## src/rtl/core/dpf_pkg.sv

```systemverilog
`default_nettype none
package dpf_pkg;

  localparam int NB_CNT  = 8;
  localparam int Q_W     = 32;
  localparam int GAP_W   = 16;
  localparam int CFG_A_W = 2;

  // neighbour order nw, n, ne, w, e, sw, s, se; set bits are diagonal
  localparam logic [NB_CNT-1:0] DIAG_MASK = 8'b1010_0101;

  localparam logic CMD_INIT   = 1'b0;
  localparam logic CMD_UPDATE = 1'b1;

  localparam logic [CFG_A_W-1:0] REG_NODATA     = 2'd0;
  localparam logic [CFG_A_W-1:0] REG_FILL_START = 2'd1;
  localparam logic [CFG_A_W-1:0] REG_GAP_CARD   = 2'd2;
  localparam logic [CFG_A_W-1:0] REG_GAP_DIAG   = 2'd3;

  localparam logic [Q_W-1:0]   NODATA_RST     = 32'hD8F1_0000;
  localparam logic [Q_W-1:0]   FILL_START_RST = 32'd655360000;
  localparam logic [GAP_W-1:0] GAP_CARD_RST   = 16'd33;
  localparam logic [GAP_W-1:0] GAP_DIAG_RST   = 16'd46;
  localparam logic [Q_W-1:0]   Q_MAX          = 32'h7FFF_FFFF;

  typedef logic signed [Q_W-1:0] q16_t;

  typedef struct packed {
    q16_t             nodata;
    q16_t             fill_start;
    logic [GAP_W-1:0] gap_card;
    logic [GAP_W-1:0] gap_diag;
  } cfg_t;

  typedef struct packed {
    logic              init;
    q16_t              init_val;
    logic              keep;
    logic              nb_nodata;
    q16_t              elev;
    q16_t              fill;
    q16_t [NB_CNT-1:0] sum;
  } s1_t;

  typedef struct packed {
    logic                init;
    q16_t                init_val;
    logic                keep;
    logic                drop;
    q16_t                elev;
    q16_t                fill;
    q16_t [NB_CNT/2-1:0] part;
  } s2_t;

  typedef struct packed {
    logic init;
    q16_t init_val;
    logic keep;
    logic drop;
    q16_t elev;
    q16_t fill;
    q16_t best;
  } s3_t;

  function automatic q16_t min2(input q16_t a, input q16_t b);
    return (a < b) ? a : b;
  endfunction

endpackage
`default_nettype wire

```

## src/rtl/core/dpf_sum_stage.sv

```systemverilog
`default_nettype none
module dpf_sum_stage
  import dpf_pkg::*;
(
  input  wire logic              clk,
  input  wire logic              rst_n,
  input  wire logic              in_valid,
  input  wire logic              in_cmd,
  input  wire q16_t              in_elev,
  input  wire q16_t              in_fill,
  input  wire q16_t [NB_CNT-1:0] in_nb,
  input  wire cfg_t              cfg,
  output logic                   s1_valid_r,
  output s1_t                    s1_r
);

  s1_t                s1_nxt;
  logic [NB_CNT-1:0]  nb_nd;
  logic [Q_W:0]       wide [NB_CNT];
  logic [GAP_W-1:0]   gap  [NB_CNT];

  always_comb begin
    for (int k = 0; k < NB_CNT; k++) begin
      gap[k]   = DIAG_MASK[k] ? cfg.gap_diag : cfg.gap_card;
      wide[k]  = {in_nb[k][Q_W-1], in_nb[k]} + {{(Q_W+1-GAP_W){1'b0}}, gap[k]};
      nb_nd[k] = (in_nb[k] == cfg.nodata);
      // saturate at the positive limit
      s1_nxt.sum[k] = (wide[k][Q_W:Q_W-1] == 2'b01) ? q16_t'(Q_MAX) : q16_t'(wide[k][Q_W-1:0]);
    end
    s1_nxt.init      = (in_cmd == CMD_INIT);
    s1_nxt.init_val  = (in_elev == cfg.nodata) ? cfg.nodata : cfg.fill_start;
    s1_nxt.keep      = (in_elev == cfg.nodata) || (in_fill <= in_elev);
    s1_nxt.nb_nodata = |nb_nd;
    s1_nxt.elev      = in_elev;
    s1_nxt.fill      = in_fill;
  end

  always_ff @(posedge clk) begin
    if (!rst_n) begin
      s1_valid_r <= 1'b0;
    end else begin
      s1_valid_r <= in_valid;
    end
  end

  always_ff @(posedge clk) begin
    s1_r <= s1_nxt;
  end

endmodule
`default_nettype wire

```

## src/rtl/core/dpf_min_tree.sv

```systemverilog
`default_nettype none
module dpf_min_tree
  import dpf_pkg::*;
(
  input  wire logic clk,
  input  wire logic rst_n,
  input  wire logic s1_valid,
  input  wire s1_t  s1,
  output logic      s3_valid_r,
  output s3_t       s3_r
);

  logic              s2_valid_r;
  s2_t               s2_r;
  s2_t               s2_nxt;
  s3_t               s3_nxt;
  logic [NB_CNT-1:0] low;

  always_comb begin
    for (int k = 0; k < NB_CNT; k++) begin
      low[k] = (s1.sum[k] <= s1.elev);
    end
    for (int k = 0; k < NB_CNT/2; k++) begin
      s2_nxt.part[k] = min2(s1.sum[2*k], s1.sum[2*k+1]);
    end
    s2_nxt.init     = s1.init;
    s2_nxt.init_val = s1.init_val;
    s2_nxt.keep     = s1.keep;
    s2_nxt.drop     = s1.nb_nodata || (|low);
    s2_nxt.elev     = s1.elev;
    s2_nxt.fill     = s1.fill;
  end

  always_comb begin
    s3_nxt.init     = s2_r.init;
    s3_nxt.init_val = s2_r.init_val;
    s3_nxt.keep     = s2_r.keep;
    s3_nxt.drop     = s2_r.drop;
    s3_nxt.elev     = s2_r.elev;
    s3_nxt.fill     = s2_r.fill;
    s3_nxt.best     = min2(s2_r.fill, min2(min2(s2_r.part[0], s2_r.part[1]),
                                            min2(s2_r.part[2], s2_r.part[3])));
  end

  always_ff @(posedge clk) begin
    if (!rst_n) begin
      s2_valid_r <= 1'b0;
      s3_valid_r <= 1'b0;
    end else begin
      s2_valid_r <= s1_valid;
      s3_valid_r <= s2_valid_r;
    end
  end

  always_ff @(posedge clk) begin
    s2_r <= s2_nxt;
    s3_r <= s3_nxt;
  end

endmodule
`default_nettype wire

```

## src/rtl/core/dem_pit_fill_cell_update.sv

```systemverilog
// channel   | handshake                 | payload
// in        | start, busy               | in_command, in_center_*, in_fill_*
// out       | out_valid (one cycle)     | out_new_fill, out_changed
// cfg       | cfg_we                    | cfg_index, cfg_wdata
//
// one beat accepted per cycle unless busy; it passes the s1, s2, s3 and out_* registers
// pipeline of add, compare and min-tree stages (sum, 8->4, 4->1, select)
// synchronous active-low reset clears valid bits and loads register defaults
// busy is high during reset and in the first cycle after it; the receiver cannot stall
`default_nettype none
module dem_pit_fill_cell_update
  import dpf_pkg::*;
(
  input  wire logic               clk,
  input  wire logic               rst_n,
  input  wire logic               start,
  output logic                    busy,
  input  wire logic               in_command,
  input  wire logic signed [31:0] in_center_elevation,
  input  wire logic signed [31:0] in_center_fill,
  input  wire logic signed [31:0] in_fill_nw,
  input  wire logic signed [31:0] in_fill_n,
  input  wire logic signed [31:0] in_fill_ne,
  input  wire logic signed [31:0] in_fill_w,
  input  wire logic signed [31:0] in_fill_e,
  input  wire logic signed [31:0] in_fill_sw,
  input  wire logic signed [31:0] in_fill_s,
  input  wire logic signed [31:0] in_fill_se,
  output logic                    out_valid,
  output logic signed [31:0]      out_new_fill,
  output logic                    out_changed,
  input  wire logic               cfg_we,
  input  wire logic [1:0]         cfg_index,
  input  wire logic [31:0]        cfg_wdata
);

  cfg_t              cfg_r;
  logic              busy_r;
  logic              in_acc;
  q16_t [NB_CNT-1:0] nb;
  logic              s1_valid;
  s1_t               s1;
  logic              s3_valid;
  s3_t               s3;
  q16_t              res_nxt;
  logic              chg_nxt;
  logic              out_valid_r;
  q16_t              out_fill_r;
  logic              out_chg_r;

  always_ff @(posedge clk) begin
    if (!rst_n) begin
      cfg_r.nodata     <= q16_t'(NODATA_RST);
      cfg_r.fill_start <= q16_t'(FILL_START_RST);
      cfg_r.gap_card   <= GAP_CARD_RST;
      cfg_r.gap_diag   <= GAP_DIAG_RST;
    end else if (cfg_we) begin
      case (cfg_index)
        REG_NODATA:     cfg_r.nodata     <= q16_t'(cfg_wdata);
        REG_FILL_START: cfg_r.fill_start <= q16_t'(cfg_wdata);
        REG_GAP_CARD:   cfg_r.gap_card   <= cfg_wdata[GAP_W-1:0];
        REG_GAP_DIAG:   cfg_r.gap_diag   <= cfg_wdata[GAP_W-1:0];
        default: ;
      endcase
    end
  end

  always_ff @(posedge clk) begin
    if (!rst_n) begin
      busy_r <= 1'b1;
    end else begin
      busy_r <= 1'b0;
    end
  end

  assign busy   = busy_r;
  assign in_acc = start && !busy_r;

  assign nb[0] = in_fill_nw;
  assign nb[1] = in_fill_n;
  assign nb[2] = in_fill_ne;
  assign nb[3] = in_fill_w;
  assign nb[4] = in_fill_e;
  assign nb[5] = in_fill_sw;
  assign nb[6] = in_fill_s;
  assign nb[7] = in_fill_se;

  dpf_sum_stage u_sum (
    .clk        (clk),
    .rst_n      (rst_n),
    .in_valid   (in_acc),
    .in_cmd     (in_command),
    .in_elev    (in_center_elevation),
    .in_fill    (in_center_fill),
    .in_nb      (nb),
    .cfg        (cfg_r),
    .s1_valid_r (s1_valid),
    .s1_r       (s1)
  );

  dpf_min_tree u_tree (
    .clk        (clk),
    .rst_n      (rst_n),
    .s1_valid   (s1_valid),
    .s1         (s1),
    .s3_valid_r (s3_valid),
    .s3_r       (s3)
  );

  always_comb begin
    if (s3.init) begin
      res_nxt = s3.init_val;
      chg_nxt = 1'b1;
    end else if (s3.keep) begin
      res_nxt = s3.fill;
      chg_nxt = 1'b0;
    end else begin
      res_nxt = s3.drop ? s3.elev : s3.best;
      chg_nxt = (res_nxt != s3.fill);
    end
  end

  always_ff @(posedge clk) begin
    if (!rst_n) begin
      out_valid_r <= 1'b0;
    end else begin
      out_valid_r <= s3_valid;
    end
  end

  always_ff @(posedge clk) begin
    out_fill_r <= res_nxt;
    out_chg_r  <= chg_nxt;
  end

  assign out_valid    = out_valid_r;
  assign out_new_fill = out_fill_r;
  assign out_changed  = out_chg_r;

  a_valid_latency: assert property (@(posedge clk) disable iff (!rst_n)
    out_valid |-> $past(in_acc, 4))
    else $error("result beat without an accepted beat four cycles back");

  a_init_changed: assert property (@(posedge clk) disable iff (!rst_n)
    (out_valid && $past(in_command == CMD_INIT, 4)) |-> out_changed)
    else $error("init beat returned with changed low");

  a_keep_fill: assert property (@(posedge clk) disable iff (!rst_n)
    (out_valid && !out_changed) |-> (out_new_fill == $past(in_center_fill, 4)))
    else $error("unchanged result differs from center fill");

endmodule
`default_nettype wire
```

## config.mk

```make
export PLATFORM = sky130hd
export DESIGN_NAME = dem_pit_fill_cell_update
export DESIGN_NICKNAME = d
export VERILOG_FILES = /design/src/rtl/core/dpf_pkg.sv /design/src/rtl/core/dpf_sum_stage.sv /design/src/rtl/core/dpf_min_tree.sv /design/src/rtl/core/dem_pit_fill_cell_update.sv
export SDC_FILE = /design/constraint.sdc
export NUM_CORES = 2
export LEC_CHECK = 0
export BUFFER_PORTS_ARGS = -buffer_cell sky130_fd_sc_hd__buf_2
export CAP_MARGIN = 5
export CORE_UTILIZATION = 35
export DETAILED_ROUTE_END_ITERATION = 12
export PLACE_DENSITY = 0.61
export SKIP_CTS_REPAIR_TIMING = 1
export SYNTH_ARGS = -nofsm -noshare
export SYNTH_HDL_FRONTEND = slang
export SYNTH_SLANG_ARGS = --single-unit
```

## constraint.sdc

```tcl
create_clock -name clk -period 10.8 [get_ports clk]
set_input_delay 0.54 -clock clk [delete_from_list [all_inputs] [get_ports clk]]
set_output_delay 0.54 -clock clk [all_outputs]
set_load 0.05 [all_outputs]
```

==> results.md <==
* Max incr delay on CP at between 0.6 and 0.7 ns
* Vias at 41.5k
* Avg Vias per Cell at ~5.5
* Setup TNS at 0 ns
* Final Max Tran Viols at 0
* GRT Residual Overflow at 0
* Synth area leaders: dfxtp_1 35%, ha_1 17%, xor2_1 6.1%
* DR top layer: met5
* Max-cap violations at 0
* P per Cell Area at between 150 and 200 nW/µm²
* Multi-input gate area at 29,300 µm²
* Die area at ~140,000 µm²
* Final Hold Viols at 0
* Crit share post-route at 0.785
* Avg WL per Cell at 27.4 µm
* CTS buffer count at 86
* Layout cells sized above 1 at 0.149
* Core region area at about 140,000 µm²
* Vias in the first global route at a little under 40k
* Layout Area Growth over Synthesis at 15.9%
* First-pass GRT wire length at around 290,000 µm
* Crit Path Class: reg -> reg
* Die Y at between 300 and 400 µm
* CTS tree: done
* Post-Route WL at 207,000 µm
* Cells after Synth at 5,255
* Hpwl dp at 169,000 µm
* Clock slew seen by the registers of the worst setup and hold paths at about 0.060 ns
* Leakage power at about 27 nW
* Final GP Congestion at between 1 and 1.5
* FFs w/ async S/R, synth at 0
* Startpoint types: flip-flop
* Clock Power Share at 0.312
* Status: complete, but fails checks
* DRT met1 WL at around 85,000 µm
* Crit path DAT at approximately 9 ns
* Worst-Margin Slew at about 1.3 ns
* Worst EP required at ~11 ns
* Yosys reg bits at around 850
* EDFF count, synth at 0
* Storage element area at between 15,000 and 20,000 µm²
* Filler cell count at 13.4k
* Reg power frac at 0.364
* Crit. End Element: flip-flop
* Setup Skew at 0.0621 ns
* WL met2 at just over 90,000 µm
* Synth area leader: dfxtp_1
* Finished Core Util at 0.408
* Pin count of the biggest net entering global routing at between 70 and 80
* Dominant synthesized flop cell: dfxtp_1
* Failing checks: DRC
* Yosys warning count at 0
* Mapped Area at 48,300 µm²
* HP Class: in -> reg
* Clk_lat worst skew at a little over 0.7 ns
* Clock Sinks at about 850
* Iteration-0 DRC Markers at between 3k and 4k
* Leading cell type in the layout, fill and taps excluded: dfxtp_1
* DRC violations left at 2
* Total power at 10.4 mW
* H-Tree Depth at 3
* DRT Pass-1 Iters at 10
* FP Rows at approximately 140
* Register area share after synthesis at 0.351
* CP max FO at between 40 and 50
* Fmax at 118 MHz
* Initial antenna violation count at 22
* Met3 routed WL at between 15,000 and 20,000 µm
* R2r setup slk at approximately 2.3 ns
* Cell-internal power at 6.78 mW
* Worst path slowest cell: o311a_2
* Max rail drop VDD at roughly 0.15 mV
* IO buf count at a little under 400
* Worst setup margin at around 2.3 ns
* Total GRT Usage at 0.288
* DP Worst Slack at roughly 2.4 ns
* Max-slew headroom at 0.159
* Combinational power share at 0.324
* Netlist cell types at 84
* Setup violators final at 0
* Psw at 3.63 mW
* Chip width at between 300 and 400 µm
* Most frequent cells in the layout: 843 x dfxtp_1, 664 x ha_1, 579 x nand2_1, 409 x inv_1, 393 x buf_2
* Switching portion of total power at 0.349
* Syn_nets at about 6.3k
* RSZ-0062 raised after global routing: false
* Detail Route Antenna Nets at 0
* CTS max path bufs at 3
* Yosys top cell area share at 0.351
* Tmin final at about 8.5 ns
* Io pins at approximately 390
* Mapped Avg Cell Area at 9.20 µm²
* CP most frequent cell: a21oi_1
* Clk root buf: clkbuf_16
* Nets at a little under 7k
* Starting Density at 0.352
==> state kept, by name, summed over array words and instances, names as in the netlist <==
register and count:
u_tree.s3_r 131, cfg_r 96, u_sum.s1_valid_r 1, out_valid 1
u_tree.s3_valid_r 1, u_tree.s2_valid_r 1, u_sum.s1_r 355, u_tree.s2_r 227
out_new_fill 32, out_changed 1, busy 1
==> Yosys cell counts (all sizes together), types with 15 or more instances <==
library cell,count
a211oi,27
a21o,167
a21oi,307
a31oi,21
and2,15
and3,48
buf,58
clkbuf,83
dfxtp,847
ha,664
inv,409
mux2,222
mux2i,104
nand2,579
nand2b,56
nand3,106
nand4,151
nor2,196
nor2b,62
nor3,54
nor4,77
o211ai,16
o21a,64
o21ai,206
or2,15
or3,21
xnor2,169
xor2,335
==> final cells by class <==
class | instances | area share
Multi-Input combinational cell | 3857 | 0.523
Sequential cell | 847 | 0.303
Timing Repair Buffer | 494 | 0.0504
Clock buffer | 108 | 0.0418
Tap cell | 1794 | 0.0400
Inverter | 410 | 0.0275
Clock inverter | 50 | 0.0140
Antenna cell | 13 | 0.000580
==> critical path: cells and delay by family (launching register included) <==
kind | cells | cell delay [ns]
AOI/OAI and AO/OA | 16 | 4.01
xor gates and xnor gates | 1 | 0.38
adders and majority gates | 3 | 0.86
buffers and inverters | 4 | 1.23
DFF | 1 | 0.31
muxes | 3 | 0.81
and+or+nand+nor | 6 | 0.75
==> stage by stage <==
step	hold slack [ns]	instance area [µm²]	std cells
after global placement	0.310	52500	7368
after CTS	-0.0977	55700	7526
final	0.0210	56100	7573
after global routing	0.00243	56000	7565
after detailed placement	0.312	52500	7368
after floorplan	0.310	48300	5255
==> cell families (layout without fill, tap and decap cells) <==
group,Yosys count,count (layout),synth area share
other,0,13,0
flip-flops,847,847,0.351
XOR/XNOR,504,504,0.0913
buffers and inverters,551,1062,0.0445
adder cells (fa/ha/maj),672,672,0.175
AO/OA/AOI/OAI,926,926,0.120
AND/OR/NAND/NOR,1429,1429,0.143
multiplexers,326,326,0.0756
==> power by group through the flow <==
stage          logic [mW]  clock network (mW)  registers [mW]
6_report             3.38                3.25            3.79
3_3_place_gp         3.27                   0            3.84
3_5_place_dp         3.30                   0            3.85
2_1_floorplan        2.31                   0            3.71
4_1_cts              3.33                3.28            3.78
5_1_grt              3.67                3.42            3.80
==> layer usage <==
layer | GRT usage | vias up
met5 | 0 | -
met4 | 0.168 | 8
met3 | 0.0589 | 476
met2 | 0.456 | 1886
met1 | 0.361 | 19900
li1 | - | 19200
==> final timing paths <==
path,to,depth (start not counted),from
min reg2reg,u_tree.s3_r[112]$_DFF_P_,0,u_tree.s2_r[208]$_DFF_P_
max,u_tree.s3_r[23]$_DFF_P_,33,u_tree.s2_r[113]$_DFF_P_
max reg2reg,u_tree.s3_r[23]$_DFF_P_,33,u_tree.s2_r[113]$_DFF_P_
min,u_sum.s1_r[297]$_DFF_P_,1,in_center_elevation[9]
Note: power is estimated with default switching activity, not from simulation.
